--- src/hdl/crc16_packet_deframer_defines.svh ---
// Assertion macros shared by the deframer RTL.
`ifndef CRC16_PACKET_DEFRAMER_DEFINES_SVH
`define CRC16_PACKET_DEFRAMER_DEFINES_SVH
`ifndef NO_ASSERTIONS
`define CRCDF_ASSERT(label, prop) \
	label: assert property (@(posedge clk) disable iff (!arst_n) prop) \
		else $error("crc16_packet_deframer: assertion failed");
`define CRCDF_NEVER(label, expr) `CRCDF_ASSERT(label, !(expr))
`else
`define CRCDF_ASSERT(label, prop)
`define CRCDF_NEVER(label, expr)
`endif
`endif

--- src/hdl/crcdf_pkg.sv ---
// Types and constants of the CRC-16 packet deframer.
`default_nettype none
package crcdf_pkg;
	localparam int MAX_PAYLOAD = 32;
	localparam int LEN_W = $clog2(MAX_PAYLOAD + 1);
	localparam int ADDR_W = (MAX_PAYLOAD > 1) ? $clog2(MAX_PAYLOAD) : 1;

	typedef logic [7:0] byte_t;
	typedef logic [5:0] plen_t;
	typedef logic [4:0] bidx_t;
	typedef logic [15:0] crc_t;
	typedef logic [LEN_W-1:0] len_t;
	typedef logic [ADDR_W-1:0] addr_t;

	localparam crc_t CRC_INIT = 16'hFFFF;
	localparam crc_t CRC_POLY = 16'h1021;
	localparam byte_t HDR_FIRST_RESET = 8'hAA;
	localparam byte_t HDR_SECOND_RESET = 8'h55;

	localparam logic REG_HDR_FIRST = 1'b0;
	localparam logic REG_HDR_SECOND = 1'b1;
endpackage
`default_nettype wire

--- src/hdl/crcdf_in_if.sv ---
// Input channel carrying one received byte per word.
`default_nettype none
interface crcdf_in_if;
	logic valid;
	logic ready;
	crcdf_pkg::byte_t rx_byte;
	modport source (output valid, output rx_byte, input ready);
	modport sink (input valid, input rx_byte, output ready);
endinterface
`default_nettype wire

--- src/hdl/crcdf_out_if.sv ---
// Output channel carrying one packet payload byte per word.
`default_nettype none
interface crcdf_out_if;
	logic valid;
	logic ready;
	crcdf_pkg::byte_t msg_id;
	crcdf_pkg::plen_t payload_len;
	logic has_data;
	crcdf_pkg::byte_t payload_byte;
	crcdf_pkg::bidx_t byte_index;
	logic last;
	modport source (output valid, output msg_id, output payload_len, output has_data,
		output payload_byte, output byte_index, output last, input ready);
	modport sink (input valid, input msg_id, input payload_len, input has_data,
		input payload_byte, input byte_index, input last, output ready);
endinterface
`default_nettype wire

--- src/hdl/crc16_packet_deframer.sv ---
// Receive-side packet deframer with CRC-16/CCITT-FALSE check.
// The block takes one byte per word and hunts for the two header bytes set in its
// registers, then reads a message id, a length byte, the payload and a little-endian
// CRC. A byte that enters the CRC (second header byte, id, length, payload) keeps the
// input stalled after acceptance while a bit-serial CRC unit folds it in; for the
// second header byte the first is folded as well. Any other byte is taken without that
// stall. A matching packet is sent from the payload RAM one word at a time, the next
// fetched once the last is accepted; an empty one sends a word without data, and a
// mismatch is dropped. No input is taken while a packet is being sent.
`default_nettype none
`include "crc16_packet_deframer_defines.svh"
module crc16_packet_deframer (
	input wire logic clk,
	input wire logic arst_n,
	crcdf_in_if.sink rx,
	crcdf_out_if.source tx,
	input wire logic psel,
	input wire logic penable,
	input wire logic pwrite,
	input wire logic [2:0] paddr,
	input wire logic [31:0] pwdata,
	output logic [31:0] prdata,
	output logic pready
);
	typedef enum logic [6:0] {
		PH_HDR1 = 7'b0000001,
		PH_HDR2 = 7'b0000010,
		PH_ID   = 7'b0000100,
		PH_LEN  = 7'b0001000,
		PH_DATA = 7'b0010000,
		PH_CRCL = 7'b0100000,
		PH_CRCH = 7'b1000000
	} phase_t;

	typedef enum logic [4:0] {
		S_IDLE  = 5'b00001,
		S_CRC   = 5'b00010,
		S_FETCH = 5'b00100,
		S_LOAD  = 5'b01000,
		S_HOLD  = 5'b10000
	} state_t;

	state_t state_q;
	phase_t phase_q;
	crcdf_pkg::byte_t hdr_first_q;
	crcdf_pkg::byte_t hdr_second_q;
	crcdf_pkg::crc_t crc_q;
	crcdf_pkg::byte_t shift_q;
	crcdf_pkg::byte_t next_q;
	logic pend_q;
	logic [2:0] bit_cnt_q;
	crcdf_pkg::byte_t msg_id_q;
	crcdf_pkg::len_t len_q;
	crcdf_pkg::len_t fill_q;
	crcdf_pkg::byte_t rcv_lo_q;
	crcdf_pkg::addr_t idx_q;
	logic out_valid_q;
	logic out_has_q;
	crcdf_pkg::byte_t out_byte_q;
	crcdf_pkg::bidx_t out_idx_q;
	logic out_last_q;

	logic rx_acc;
	logic tx_acc;
	logic cfg_wr;
	logic cfg_idx;
	crcdf_pkg::byte_t b;
	crcdf_pkg::len_t fill_next;
	logic fb;
	crcdf_pkg::crc_t crc_next;
	logic ram_we;
	crcdf_pkg::byte_t ram_rdata;

	assign rx.ready = (state_q == S_IDLE);
	assign rx_acc = rx.valid && rx.ready;
	assign tx_acc = tx.valid && tx.ready;
	assign b = rx.rx_byte;
	assign fill_next = fill_q + crcdf_pkg::len_t'(1);

	assign cfg_wr = psel && penable && pwrite && pready;
	assign cfg_idx = paddr[2];
	assign pready = 1'b1;

	always_comb begin
		unique case (cfg_idx)
			crcdf_pkg::REG_HDR_FIRST: prdata = {24'b0, hdr_first_q};
			crcdf_pkg::REG_HDR_SECOND: prdata = {24'b0, hdr_second_q};
			default: prdata = '0;
		endcase
	end

	assign fb = crc_q[15] ^ shift_q[7];
	assign crc_next = {crc_q[14:0], 1'b0} ^ (fb ? crcdf_pkg::CRC_POLY : '0);

	assign ram_we = rx_acc && (phase_q == PH_DATA);

	crcdf_ram #(
		.WIDTH(8),
		.DEPTH(crcdf_pkg::MAX_PAYLOAD)
	) u_store (
		.clk(clk),
		.we(ram_we),
		.waddr(crcdf_pkg::addr_t'(fill_q)),
		.wdata(b),
		.raddr(idx_q),
		.rdata(ram_rdata)
	);

	assign tx.valid = out_valid_q;
	assign tx.msg_id = msg_id_q;
	assign tx.payload_len = crcdf_pkg::plen_t'(len_q);
	assign tx.has_data = out_has_q;
	assign tx.payload_byte = out_byte_q;
	assign tx.byte_index = out_idx_q;
	assign tx.last = out_last_q;

	always_ff @(posedge clk or negedge arst_n) begin
		if (!arst_n) begin
			hdr_first_q <= crcdf_pkg::HDR_FIRST_RESET;
			hdr_second_q <= crcdf_pkg::HDR_SECOND_RESET;
		end else if (cfg_wr) begin
			unique case (cfg_idx)
				crcdf_pkg::REG_HDR_FIRST: hdr_first_q <= pwdata[7:0];
				crcdf_pkg::REG_HDR_SECOND: hdr_second_q <= pwdata[7:0];
				default: hdr_first_q <= hdr_first_q;
			endcase
		end
	end

	always_ff @(posedge clk or negedge arst_n) begin
		if (!arst_n) begin
			state_q <= S_IDLE;
			phase_q <= PH_HDR1;
			crc_q <= crcdf_pkg::CRC_INIT;
			shift_q <= '0;
			next_q <= '0;
			pend_q <= 1'b0;
			bit_cnt_q <= '0;
			msg_id_q <= '0;
			len_q <= '0;
			fill_q <= '0;
			rcv_lo_q <= '0;
			idx_q <= '0;
			out_valid_q <= 1'b0;
			out_has_q <= 1'b0;
			out_byte_q <= '0;
			out_idx_q <= '0;
			out_last_q <= 1'b0;
		end else begin
			unique case (state_q)
				S_IDLE: begin
					if (rx_acc) begin
						unique case (phase_q)
							PH_HDR1: begin
								if (b == hdr_first_q) begin
									phase_q <= PH_HDR2;
								end
							end
							PH_HDR2: begin
								if (b == hdr_second_q) begin
									crc_q <= crcdf_pkg::CRC_INIT;
									shift_q <= hdr_first_q;
									next_q <= b;
									pend_q <= 1'b1;
									bit_cnt_q <= '0;
									state_q <= S_CRC;
									phase_q <= PH_ID;
								end else if (b == hdr_first_q) begin
									phase_q <= PH_HDR2;
								end else begin
									phase_q <= PH_HDR1;
								end
							end
							PH_ID: begin
								msg_id_q <= b;
								shift_q <= b;
								pend_q <= 1'b0;
								bit_cnt_q <= '0;
								state_q <= S_CRC;
								phase_q <= PH_LEN;
							end
							PH_LEN: begin
								if (b > crcdf_pkg::byte_t'(crcdf_pkg::MAX_PAYLOAD)) begin
									phase_q <= (b == hdr_first_q) ? PH_HDR2 : PH_HDR1;
								end else begin
									len_q <= crcdf_pkg::len_t'(b);
									shift_q <= b;
									pend_q <= 1'b0;
									bit_cnt_q <= '0;
									fill_q <= '0;
									state_q <= S_CRC;
									phase_q <= (b == '0) ? PH_CRCL : PH_DATA;
								end
							end
							PH_DATA: begin
								shift_q <= b;
								pend_q <= 1'b0;
								bit_cnt_q <= '0;
								fill_q <= fill_next;
								state_q <= S_CRC;
								if (fill_next >= len_q) begin
									phase_q <= PH_CRCL;
								end
							end
							PH_CRCL: begin
								rcv_lo_q <= b;
								phase_q <= PH_CRCH;
							end
							PH_CRCH: begin
								phase_q <= PH_HDR1;
								if ({b, rcv_lo_q} == crc_q) begin
									if (len_q == '0) begin
										out_has_q <= 1'b0;
										out_byte_q <= '0;
										out_idx_q <= '0;
										out_last_q <= 1'b1;
										out_valid_q <= 1'b1;
										state_q <= S_HOLD;
									end else begin
										idx_q <= '0;
										state_q <= S_FETCH;
									end
								end
							end
							default: phase_q <= PH_HDR1;
						endcase
					end
				end
				S_CRC: begin
					crc_q <= crc_next;
					bit_cnt_q <= bit_cnt_q + 3'd1;
					if (bit_cnt_q == 3'd7 && pend_q) begin
						shift_q <= next_q;
						pend_q <= 1'b0;
					end else begin
						shift_q <= {shift_q[6:0], 1'b0};
						if (bit_cnt_q == 3'd7) begin
							state_q <= S_IDLE;
						end
					end
				end
				S_FETCH: state_q <= S_LOAD;
				S_LOAD: begin
					out_has_q <= 1'b1;
					out_byte_q <= ram_rdata;
					out_idx_q <= crcdf_pkg::bidx_t'(idx_q);
					out_last_q <= ((crcdf_pkg::len_t'(idx_q) + crcdf_pkg::len_t'(1)) == len_q);
					out_valid_q <= 1'b1;
					state_q <= S_HOLD;
				end
				S_HOLD: begin
					if (tx_acc) begin
						out_valid_q <= 1'b0;
						if (out_last_q) begin
							state_q <= S_IDLE;
						end else begin
							idx_q <= idx_q + crcdf_pkg::addr_t'(1);
							state_q <= S_FETCH;
						end
					end
				end
				default: state_q <= S_IDLE;
			endcase
		end
	end

	`CRCDF_NEVER(a_no_input_while_sending, rx.ready && out_valid_q)
	`CRCDF_ASSERT(a_id_enters_crc, (rx_acc && (phase_q == PH_ID)) |=> (state_q == S_CRC))
	`CRCDF_ASSERT(a_last_ends_packet, (tx_acc && out_last_q) |=> (state_q == S_IDLE))
	`CRCDF_ASSERT(a_store_in_range, ram_we |-> (fill_q < len_q))
	`CRCDF_ASSERT(a_index_in_packet, (out_valid_q && out_has_q) |-> (crcdf_pkg::len_t'(out_idx_q) < len_q))
endmodule
`default_nettype wire

--- src/hdl/crcdf_ram.sv ---
// Generic single-port-write, single-port-read RAM with registered read data.
`default_nettype none
module crcdf_ram #(
	parameter int WIDTH = 8,
	parameter int DEPTH = 32
) (
	input wire logic clk,
	input wire logic we,
	input wire logic [((DEPTH > 1) ? $clog2(DEPTH) : 1)-1:0] waddr,
	input wire logic [WIDTH-1:0] wdata,
	input wire logic [((DEPTH > 1) ? $clog2(DEPTH) : 1)-1:0] raddr,
	output logic [WIDTH-1:0] rdata
);
	logic [WIDTH-1:0] mem_q [DEPTH];

	always_ff @(posedge clk) begin
		if (we) begin
			mem_q[waddr] <= wdata;
		end
		rdata <= mem_q[raddr];
	end
endmodule
`default_nettype wire
--- src/flat_wrapper.sv ---
// flat-port wrapper written by rule: the top's interface ports become plain ports
module crc16_packet_deframer_flat 
  (clk, arst_n, psel, penable, pwrite, paddr, pwdata, prdata, pready, rx_valid, rx_rx_byte, rx_ready, tx_valid, tx_msg_id, tx_payload_len, tx_has_data, tx_payload_byte, tx_byte_index, tx_last, tx_ready);
  crcdf_in_if rx_i ();
  crcdf_out_if tx_i ();
  input wire logic clk;
  input wire logic arst_n;
  input wire logic psel;
  input wire logic penable;
  input wire logic pwrite;
  input wire logic [2:0] paddr;
  input wire logic [31:0] pwdata;
  output logic [31:0] prdata;
  output logic pready;
  input wire logic [$bits(rx_i.valid)-1:0] rx_valid;
  input wire logic [$bits(rx_i.rx_byte)-1:0] rx_rx_byte;
  output wire logic [$bits(rx_i.ready)-1:0] rx_ready;
  output wire logic [$bits(tx_i.valid)-1:0] tx_valid;
  output wire logic [$bits(tx_i.msg_id)-1:0] tx_msg_id;
  output wire logic [$bits(tx_i.payload_len)-1:0] tx_payload_len;
  output wire logic [$bits(tx_i.has_data)-1:0] tx_has_data;
  output wire logic [$bits(tx_i.payload_byte)-1:0] tx_payload_byte;
  output wire logic [$bits(tx_i.byte_index)-1:0] tx_byte_index;
  output wire logic [$bits(tx_i.last)-1:0] tx_last;
  input wire logic [$bits(tx_i.ready)-1:0] tx_ready;
  assign rx_i.valid = rx_valid;
  assign rx_i.rx_byte = rx_rx_byte;
  assign rx_ready = rx_i.ready;
  assign tx_valid = tx_i.valid;
  assign tx_msg_id = tx_i.msg_id;
  assign tx_payload_len = tx_i.payload_len;
  assign tx_has_data = tx_i.has_data;
  assign tx_payload_byte = tx_i.payload_byte;
  assign tx_byte_index = tx_i.byte_index;
  assign tx_last = tx_i.last;
  assign tx_i.ready = tx_ready;
  crc16_packet_deframer u_core (.clk(clk), .arst_n(arst_n), .rx(rx_i), .tx(tx_i), .psel(psel), .penable(penable), .pwrite(pwrite), .paddr(paddr), .pwdata(pwdata), .prdata(prdata), .pready(pready));
endmodule
--- config.mk ---
export PLATFORM = sky130hd
export DESIGN_NAME = crc16_packet_deframer_flat
export DESIGN_NICKNAME = d
export VERILOG_FILES = /design/src/hdl/crcdf_pkg.sv /design/src/hdl/crcdf_in_if.sv /design/src/hdl/crcdf_out_if.sv /design/src/hdl/crc16_packet_deframer.sv /design/src/hdl/crcdf_ram.sv /design/src/flat_wrapper.sv
export VERILOG_INCLUDE_DIRS = /design/src /design/src/hdl
export SDC_FILE = /design/constraint.sdc
export NUM_CORES = 1
export LEC_CHECK = 0
export ABC_AREA = 1
export ABC_CLOCK_PERIOD_IN_PS = 3450
export BUFFER_PORTS_ARGS = -buffer_cell sky130_fd_sc_hd__buf_4
export CAP_MARGIN = 0
export CORE_ASPECT_RATIO = 1.75
export CORE_MARGIN = 8
export CORE_UTILIZATION = 39
export CTS_CLUSTER_SIZE = 20
export DETAILED_ROUTE_END_ITERATION = 16
export HOLD_SLACK_MARGIN = 0.05
export SYNTH_ARGS = -nofsm -noshare
export SYNTH_HDL_FRONTEND = slang
export SYNTH_SLANG_ARGS = --single-unit
--- constraint.sdc ---
create_clock -name clk -period 3.45 [get_ports clk]
set_input_delay 0.5175 -clock clk [delete_from_list [all_inputs] [get_ports clk]]
set_output_delay 0.5175 -clock clk [all_outputs]
set_load 0.1 [all_outputs]
==> results of run 1 <==
## power by group through the flow
stage,combinational [mW],clock [mW],sequential (mW)
final,5.36,3.94,5.62
after global routing,5.93,4.16,5.66
after CTS,5.39,4.02,5.62
after detailed placement,5.38,0,5.71
after global placement,5.27,0,5.69
after floorplan,3.64,0,5.82
## synthesized netlist by cell type (2+ instances only)
cell / n
o22ai_1: 3
conb_1: 2
nand2_2: 4
nand3_2: 3
clkinv_1: 3
nor2_4: 2
xor2_1: 9
o21a_1: 2
inv_2: 3
o21ai_2: 8
a21oi_1: 22
buf_6: 2
buf_4: 30
nand2_4: 2
nor2_1: 234
o21ai_0: 199
nand3_1: 76
buf_1: 7
ha_1: 13
inv_1: 97
o21ai_1: 24
nand4_1: 8
nor3_1: 3
dfxtp_1: 8
nand2_1: 346
dfrtp_1: 87
nor2_2: 2
clkbuf_1: 42
o221ai_1: 64
dfstp_2: 26
edfxtp_1: 256
xnor2_1: 10
buf_2: 18
## logic make-up after synthesis
kind of cell	share of synthesized area [%]
compound gates	11.6
xor+xnor	0.998
fa+ha+maj	0.975
buf+inv	5.60
flops	64.2
other cells	0.0450
simple gates	16.6
## layer usage
layer  global-route usage (%)  vias up  wire, um  share of wire (%)
li1                         -     5682         -                  -
met1                     18.5     5842     16300                 37
met2                     34.4      301     24300                 55
met3                     2.18       85      1580                3.6
met4                     7.79        0      1700                3.9
met5                        0        -         0                  0
## critical path: stages, from the launching register on
cell,delay (ps)
dfstp_2,560
nand2_1,130
nor2_8,210
nand2_4,90
nor2_2,310
nand2_1,380
nor2_1,620
## layout make-up
class,instances,area [um2]
Fill cell,3979,23400
Sequential cell,377,10700
Multi-Input combinational cell,1067,5120
Clock buffer,46,980
Timing Repair Buffer,117,916
Tap cell,561,702
Inverter,104,393
Clock inverter,17,181
## worst paths after layout
check,start,slack (ps),cells after the start,end
min reg2reg,u_core.u_store.rdata[7]$_DFF_P_,450,2,u_core.tx.payload_byte[7]$_DFFE_PN0P_
max in group asynchronous,arst_n,2510,2,u_core.hdr_first_q[3]$_DFFE_PN1P_
max reg2reg,u_core.state_q[0]$_DFFE_PN1P_,790,6,u_core.u_store.mem_q[10][2]$_DFFE_PP_
max,u_core.state_q[0]$_DFFE_PN1P_,790,6,u_core.u_store.mem_q[10][2]$_DFFE_PP_
min in group clk,pwdata[2],240,3,u_core.hdr_second_q[2]$_DFFE_PN1P_
min,arst_n,90,1,u_core.tx.byte_index[4]$_DFFE_PN0P_
## sequential cells by signal (all words and copies together), names as in the netlist, 8 cells and up
name,cells
u_core.rcv_lo_q,8
u_core.hdr_first_q,8
u_core.u_store.mem_q,256
u_core.hdr_second_q,8
u_core.shift_q,8
u_core.tx.msg_id,8
u_core.crc_q,16
u_core.tx.payload_byte,8
u_core.next_q,8
u_core.u_store.rdata,8
==> impl_metrics.py, run 1 <==
metrics = {
    "layout": {
        "final_common_cell": "nand2_1",
        "final_area_um2": 19000,
        "finalNonFillerCells": 2289,
        "fin_util_pct": 44.8,
        "final_nets": 1765,
        "area_growth_pct": 14.0,
        "layout-drive-gt1-share_pct": 13.3,
        "antenna_cells": 0,
        "final_cell_mix": "nand2_1 (346), edfxtp_1 (256), nor2_1 (234)",
    },
    "detailed_routing": {
        "ant_nets": 0,
        "avgRoutedWirePerCell_um": 19.1,
        "routed_wl_mm": 43.8,
        "dr.pass1.iters": 6,
        "vias": 11910,
        "viasPerCell": 5.20,
        "route.detailed.drc": 0,
        "drt_iter0_markers": 798,
    },
    "synth": {
        "yosysTopAreaCellShare_pct": 46.1,
        "synth-seq-cells": 377,
        "syn-cell-area_um2": 16700,
        "syn_area_per_cell_um2": 10.3,
        "synth.largest_area_cell": "edfxtp_1",
        "synthDistinctLibCells": 44,
        "synth_cells": 1626,
        "synth_edf_count": 256,
        "async_flop_share_pct": 30.0,
        "synthFlopType": "edfxtp_1",
        "ys_warn_count": 0,
        "ys_seq_area_share_pct": 64.2,
        "synthTopCellsByArea": "edfxtp_1 (46%), dfrtp_1 (13%), nand2_1 (7.8%)",
    },
    "setup_path": {
        "worstPathArrival_ps": 2830,
        "crit_type": "reg2reg",
        "endpoint_kind": "flip-flop",
        "worstPathRequired_ps": 3620,
        "worst-path-max-fanout": 9,
        "start_kind": "flip-flop",
    },
    "power": {
        "p_per_area_nw_per_um2": 785,
        "power_frac_seq_pct": 37.7,
        "ir_worst_vdd_v": 0.000468,
        "leakage_nw": 7.55,
        "power_frac_comb_pct": 35.9,
        "swShare_pct": 39.1,
        "p_clk_share_pct": 26.4,
        "p_int_mw": 9.08,
        "finalPower_mw": 14.9,
        "p_switching_mw": 5.84,
    },
    "run_status": {
        "status": "finished, final reports clean",
    },
    "timing": {
        "tightest_slew_ps": 821,
        "hold_viol_final": 0,
        "timing.hold.ws_ps": 85.5,
        "finalSetupViolations": 0,
        "rsz0062_at_grt": "false",
        "fin_ws_ps": 786,
        "fmax_ghz": 0.375,
        "relSlewSlack_pct": 45.3,
        "setup_tns_ps": 0,
        "post-route-period-util_pct": 77.2,
        "slew_violations": 0,
        "finClkSkew_ps": 22.1,
        "post-route-min-period_ps": 2660,
    },
    "global_route": {
        "grt_overflow": 0,
        "grt_pass1_vias": 12083,
        "grtUsageTotal_pct": 17.7,
        "antenna_found_initial": 0,
        "grt_max_degree": 134,
        "grt_pass1_wl_mm": 67.6,
    },
    "floorplan": {
        "initial_core_util_pct": 39.3,
        "dieWidth_um": 172,
        "die_area_um2": 49900,
        "core-area_um2": 42400,
        "ios": 114,
        "die_y_um": 290,
        "placementRows": 100,
    },
    "cts": {
        "clk_path_buf_depth": 3,
        "clock-sinks": 377,
        "htree_levels": 2,
        "clockRootBuffer": "clkbuf_16",
        "hold_buffers": 0,
        "cts_tree": "built",
        "clkLatencyLatePin_ps": 540,
        "numCtsBuffers": 35,
        "cts_resized": 0,
        "path_clk_slew_ps": 70,
        "postCtsSetupBuffers": 0,
    },
    "placement": {
        "postPlaceCellArea_um2": 17800,
        "place_ws_ps": 679,
        "place_inst": 2226,
        "place.gp.congestion": 0.864,
        "port-buffer-count": 62,
        "hpwl_mm": 29.6,
    },
    "job": {
        "maxCapViolCount": 0,
    },
    "hold_path": {
        "hold_path.class": "in2async",
    },
}
Note: power is estimated with default switching activity, not from simulation.
==> run 2, diff against run 1 <==
--- a/config.mk
+++ b/config.mk
@@ -7,7 +7,7 @@
 export NUM_CORES = 1
 export LEC_CHECK = 0
 export ABC_AREA = 1
-export ABC_CLOCK_PERIOD_IN_PS = 3450
+export ABC_CLOCK_PERIOD_IN_PS = 2600
 export BUFFER_PORTS_ARGS = -buffer_cell sky130_fd_sc_hd__buf_4
 export CAP_MARGIN = 0
 export CORE_ASPECT_RATIO = 1.75
==> constraint.sdc (replaced) <==
create_clock -name clk -period 2.6 [get_ports clk]
set_input_delay 0.39 -clock clk [delete_from_list [all_inputs] [get_ports clk]]
set_output_delay 0.39 -clock clk [all_outputs]
set_load 0.1 [all_outputs]
==> impl_metrics.py, run 2 (synthesis results as in run 1) <==
metrics = {
    "run_status": {
        "status": "finished, final reports clean",
    },
    "setup_path": {
        "endpoint_kind": "flip-flop",
        "start_kind": "flip-flop",
        "worst-path-max-fanout": 6,
        "r2r_slack_ps": 310,
        "crit_family": "compound AO/OA/AOI/OAI gates",
        "worstPathArrival_ps": 2680,
        "worstPathRequired_ps": 3000,
        "crit_type": "reg2reg",
        "worst_r2r_startpoint": "u_core.fill_q[0]$_DFFE_PN0P_",
        "crit_slowest_cell": "dfrtp_1",
        "critical_path.max_stage_delay_ps": 430,
        "reg2reg_depth": 12,
        "r2r-end": "u_core.phase_q[5]$_DFFE_PN0P_",
        "crit_chain": "ha_1 -> nand2_1 -> inv_1 -> nand2_1 -> o22ai_1 -> ha_1 -> a21oi_1 -> nor2_1 -> a31oi_1 -> nand3_1 -> nand3_1 -> o21ai_0",
        "path_buf_inv": 1,
        "worst-path-stages": 12,
    },
    "global_route": {
        "grt_pass1_vias": 12174,
        "antenna_found_initial": 1,
        "grt_overflow": 0,
        "grt_pass1_wl_mm": 69.1,
        "grtUsageTotal_pct": 18.2,
        "grt_max_degree": 113,
    },
    "floorplan": {
        "core-area_um2": 42400,
        "initial_core_util_pct": 39.3,
        "die_y_um": 290,
        "placementRows": 100,
        "dieWidth_um": 172,
        "ios": 114,
        "die_area_um2": 49900,
    },
    "cts": {
        "clk_path_buf_depth": 3,
        "numCtsBuffers": 36,
        "clkLatencyLatePin_ps": 530,
        "clockRootBuffer": "clkbuf_16",
        "path_clk_slew_ps": 60,
        "clock-sinks": 377,
        "cts_tree": "built",
        "htree_levels": 2,
    },
    "hold_path": {
        "hold_depth": 3,
        "min_to": "u_core.hdr_second_q[0]$_DFFE_PN1P_",
        "hold_path.class": "in2reg",
        "hp-start": "pwdata[0]",
    },
    "detailed_routing": {
        "dr.pass1.iters": 5,
        "route.detailed.drc": 0,
        "viasPerCell": 5.22,
        "routed_wl_mm": 45.1,
        "vias": 12073,
        "ant_nets": 0,
        "avgRoutedWirePerCell_um": 19.5,
        "drt_iter0_markers": 758,
    },
    "timing": {
        "fin_ws_ps": 314,
        "finClkSkew_ps": 14.9,
        "post-route-period-util_pct": 87.9,
        "relSlewSlack_pct": 57.0,
        "hold_viol_final": 0,
        "tightest_slew_ps": 646,
        "post-route-min-period_ps": 2290,
        "fmax_ghz": 0.437,
        "slew_violations": 0,
        "finalSetupViolations": 0,
        "rsz0062_at_grt": "false",
    },
    "power": {
        "p_per_area_nw_per_um2": 1040,
        "finalPower_mw": 20.1,
        "ir_worst_vdd_v": 0.000699,
        "leakage_nw": 7.69,
    },
    "layout": {
        "area_growth_pct": 15.5,
        "antenna_cells": 0,
        "top_register": "u_core.u_store.mem_q",
        "finalNonFillerCells": 2312,
        "largest_register_ffs": 256,
        "multi_input_area_um2": 5130,
        "final_common_cell": "nand2_1",
        "layout-drive-gt1-share_pct": 13.8,
        "final_area_um2": 19300,
        "final_nets": 1788,
        "seq_area_um2": 10700,
        "largestRegisters": "u_core.u_store.mem_q (256), u_core.crc_q (16)",
        "final_cell_mix": "nand2_1 (346), edfxtp_1 (256), nor2_1 (233)",
        "fin_util_pct": 45.4,
        "final.fill_count": 3935,
    },
    "placement": {
        "place.gp.congestion": 0.864,
        "port-buffer-count": 62,
        "hpwl_mm": 30.8,
        "place_inst": 2247,
        "place_ws_ps": 281,
        "postPlaceCellArea_um2": 18100,
    },
    "job": {
        "maxCapViolCount": 0,
    },
}
[run 2: metal layers]
layer  vias to the layer above  global-route usage [%]  share of wire [%]  wire length (um)
li1                       5735                       -                  -                 -
met1                      5870                    18.5                 35             15900
met2                       362                    34.4                 54             24400
met3                       104                    2.46                4.5              2030
met4                         2                    11.2                6.0              2720
met5                         -                       0              0.029                13
[run 2: report_power, final]
part	switching (mW)	leakage (nW)	total, mW	internal [mW]
sequential	0.418	3.78	7.46	7.04
clock	2.22	0.568	5.34	3.12
combinational	5.17	3.34	7.31	2.14
[run 2: final cells by class]
type                            instances  share of cell area [%]
Clock buffer                           53                    5.28
Timing Repair Buffer                  139                    5.95
Multi-Input combinational cell       1067                    26.6
Tap cell                              561                    3.64
Sequential cell                       377                    55.6
Inverter                              104                    2.04
Clock inverter                         11                   0.857
[run 2: worst max path at each step]
stage,startpoint,to,slack [ps]
after floorplan,paddr[2],prdata[4],-500
after global placement,rx_rx_byte[0],u_core.tx.byte_index[4]$_DFFE_PN0P_,280
after detailed placement,rx_rx_byte[0],u_core.tx.byte_index[4]$_DFFE_PN0P_,280
after CTS,u_core.fill_q[0]$_DFFE_PN0P_,u_core.phase_q[6]$_DFFE_PN0P_,290
after global routing,u_core.fill_q[0]$_DFFE_PN0P_,u_core.phase_q[4]$_DFFE_PN0P_,20
final,u_core.fill_q[0]$_DFFE_PN0P_,u_core.phase_q[5]$_DFFE_PN0P_,310
[run 2: worst register-to-register path: cells and delay by family, from the launching register on]
kind	cells	cell delay, ps
fa+ha+maj	2	520
buf+inv	1	90
flops	1	430
compound gates	4	620
simple gates	5	510
[run 2: per-stage QoR]
step	hold slack, ps	TNS (ps)
floorplan	94.4	-992
global placement	436	0
detailed placement	424	0
CTS	84.6	0
global route	114	0
finish	109	0
[run 2: what timing repair did]
item / 4_1_cts / 5_1_grt
resized for setup: 0 / 1
setup buffers: 0 / 0
endpoints found under the setup margin: 0 / 1
hold buffers: 1 / 0
hold endpoints to repair: 36 / 0
==> run 3, diff against run 2 <==
--- a/config.mk
+++ b/config.mk
@@ -16,6 +16,7 @@
 export CTS_CLUSTER_SIZE = 20
 export DETAILED_ROUTE_END_ITERATION = 16
 export HOLD_SLACK_MARGIN = 0.05
+export RECOVER_POWER = 100
 export SYNTH_ARGS = -nofsm -noshare
 export SYNTH_HDL_FRONTEND = slang
 export SYNTH_SLANG_ARGS = --single-unit
==> impl_metrics.py, run 3 (synthesis results as in run 1) <==
metrics = {
    "timing": {
        "rsz0062_at_grt": "false",
        "fmax_ghz": 0.407,
        "setup_tns_ps": 0,
        "finClkSkew_ps": 13.2,
        "post-route-period-util_pct": 94.5,
        "finalSetupViolations": 0,
        "hold_viol_final": 0,
        "slew_violations": 0,
        "tightest_slew_ps": 1190,
        "relSlewSlack_pct": 20.5,
        "post-route-min-period_ps": 2460,
    },
    "floorplan": {
        "core-area_um2": 42400,
        "die_y_um": 290,
        "placementRows": 100,
        "initial_core_util_pct": 39.3,
        "ios": 114,
        "die_area_um2": 49900,
        "dieWidth_um": 172,
    },
    "setup_path": {
        "critical_path.max_stage_delay_ps": 430,
        "r2r_slack_ps": 170,
        "crit_type": "reg2out",
        "worstPathRequired_ps": 2210,
        "crit_slowest_cell": "clkbuf_4",
        "crit_family": "simple AND/OR/NAND/NOR gates",
        "crit_chain": "nor2_1 -> nand2_2 -> nor2_2 -> clkbuf_4",
        "start_kind": "flip-flop",
        "path_buf_inv": 1,
        "worst-path-max-fanout": 9,
        "endpoint_kind": "primary output",
        "worstPathArrival_ps": 2070,
    },
    "cts": {
        "clockRootBuffer": "clkbuf_16",
        "postCtsSetupBuffers": 0,
        "clk_path_buf_depth": 3,
        "clock-sinks": 377,
        "clkLatencyLatePin_ps": 530,
        "numCtsBuffers": 36,
        "path_clk_slew_ps": 70,
        "cts_tree": "built",
        "htree_levels": 2,
    },
    "detailed_routing": {
        "dr.pass1.iters": 5,
        "route.met3.wl_mm": 1.96,
        "routed_wl_mm": 45.1,
        "ant_nets": 0,
        "drt_iter0_markers": 671,
        "avgRoutedWirePerCell_um": 19.5,
        "vias": 12084,
        "route.detailed.drc": 0,
        "wl_met2_mm": 24.4,
        "viasPerCell": 5.23,
        "routed.top_layer": "met5",
        "m1WireLength_mm": 15.9,
    },
    "global_route": {
        "grt_pass1_vias": 12174,
        "grt_pass1_wl_mm": 69.1,
        "grt_max_degree": 113,
        "antenna_found_initial": 1,
        "grt_overflow": 0,
        "grtUsageTotal_pct": 18.2,
    },
    "layout": {
        "largest_register_ffs": 256,
        "final_nets": 1788,
        "antenna_cells": 0,
        "area_growth_pct": 13.5,
        "layout-drive-gt1-share_pct": 10.7,
        "multi_input_area_um2": 5080,
        "final_common_cell": "nand2_1",
        "fin_util_pct": 44.6,
        "largestRegisters": "u_core.u_store.mem_q (256), u_core.crc_q (16)",
        "seq_area_um2": 10700,
        "final_cell_mix": "nand2_1 (349), edfxtp_1 (256), nor2_1 (235)",
        "final.fill_count": 4017,
        "top_register": "u_core.u_store.mem_q",
    },
    "run_status": {
        "status": "finished, final reports clean",
    },
    "power": {
        "leakage_nw": 7.48,
        "p_clk_share_pct": 26.8,
        "power_frac_comb_pct": 35.9,
        "power_frac_seq_pct": 37.4,
        "ir_worst_vdd_v": 0.000695,
        "p_int_mw": 12.2,
        "swShare_pct": 38.9,
        "p_switching_mw": 7.76,
        "p_per_area_nw_per_um2": 1050,
    },
    "placement": {
        "port-buffer-count": 62,
        "hpwl_mm": 30.8,
        "place.gp.congestion": 0.864,
    },
    "job": {
        "maxCapViolCount": 0,
    },
    "hold_path": {
        "hold_path.class": "in2reg",
    },
}
## run 3: tightest hold or removal path, delay by kind of cell
kind / cells / cell delay (ps)
compound gates: 1 / 80
buf+inv: 2 / 150
## run 3: layout make-up
class	count	share of cell area, %
Sequential cell	377	56.6
Clock buffer	53	5.37
Tap cell	561	3.71
Inverter	104	2.06
Clock inverter	11	0.872
Timing Repair Buffer	139	4.55
Multi-Input combinational cell	1067	26.8
## run 3: per-stage QoR
stage / hold WS, ps / instance area, um2 / std cells / worst slack (ps) / total power [mW]
after detailed placement: 424 / 18100 / 2247 / 281 / 14.9
after global routing: 120 / 18900 / 2312 / 8.24 / 21.1
final: 117 / 18900 / 2312 / 144 / 19.9
after floorplan: 94.4 / 16800 / 1649 / -496 / 12.5
after CTS: 84.6 / 19300 / 2312 / 288 / 20.3
after global placement: 436 / 18100 / 2247 / 279 / 14.7
## run 3: timing repair
action                                  4_1_cts  5_1_grt
endpoints found under the hold margin        36        0
hold buffers                                  1        0
gates resized for setup                       0        1
endpoints found under the setup margin        0        1
## run 3: routing by layer
metal / vias to the layer above / track usage [%]
met4: 2 / 11.2
met2: 342 / 34.4
li1: 5739 / -
met3: 108 / 2.46
met1: 5893 / 18.5
met5: - / 0
## run 3: path summary, 6_finish.rpt
check	start	to	depth (start not counted)
setup / recovery	u_core.state_q[2]$_DFFE_PN0P_	rx_ready	4
hold / removal	pwdata[0]	u_core.hdr_second_q[0]$_DFFE_PN1P_	3
setup reg to reg	u_core.state_q[2]$_DFFE_PN0P_	u_core.u_store.mem_q[30][0]$_DFFE_PP_	9
hold reg to reg	u_core.u_store.rdata[4]$_DFF_P_	u_core.tx.payload_byte[4]$_DFFE_PN0P_	2
max in group asynchronous	arst_n	u_core.shift_q[6]$_DFFE_PN0P_	3
min in group asynchronous	arst_n	u_core.tx.payload_byte[0]$_DFFE_PN0P_	2
## run 3: power groups by stage
stage	registers, mW	logic [mW]	clock network [mW]
after floorplan	7.72	4.83	0
after CTS	7.46	7.35	5.45
after global placement	7.55	7.18	0
after detailed placement	7.57	7.33	0
final	7.45	7.16	5.34
after global routing	7.53	7.92	5.67
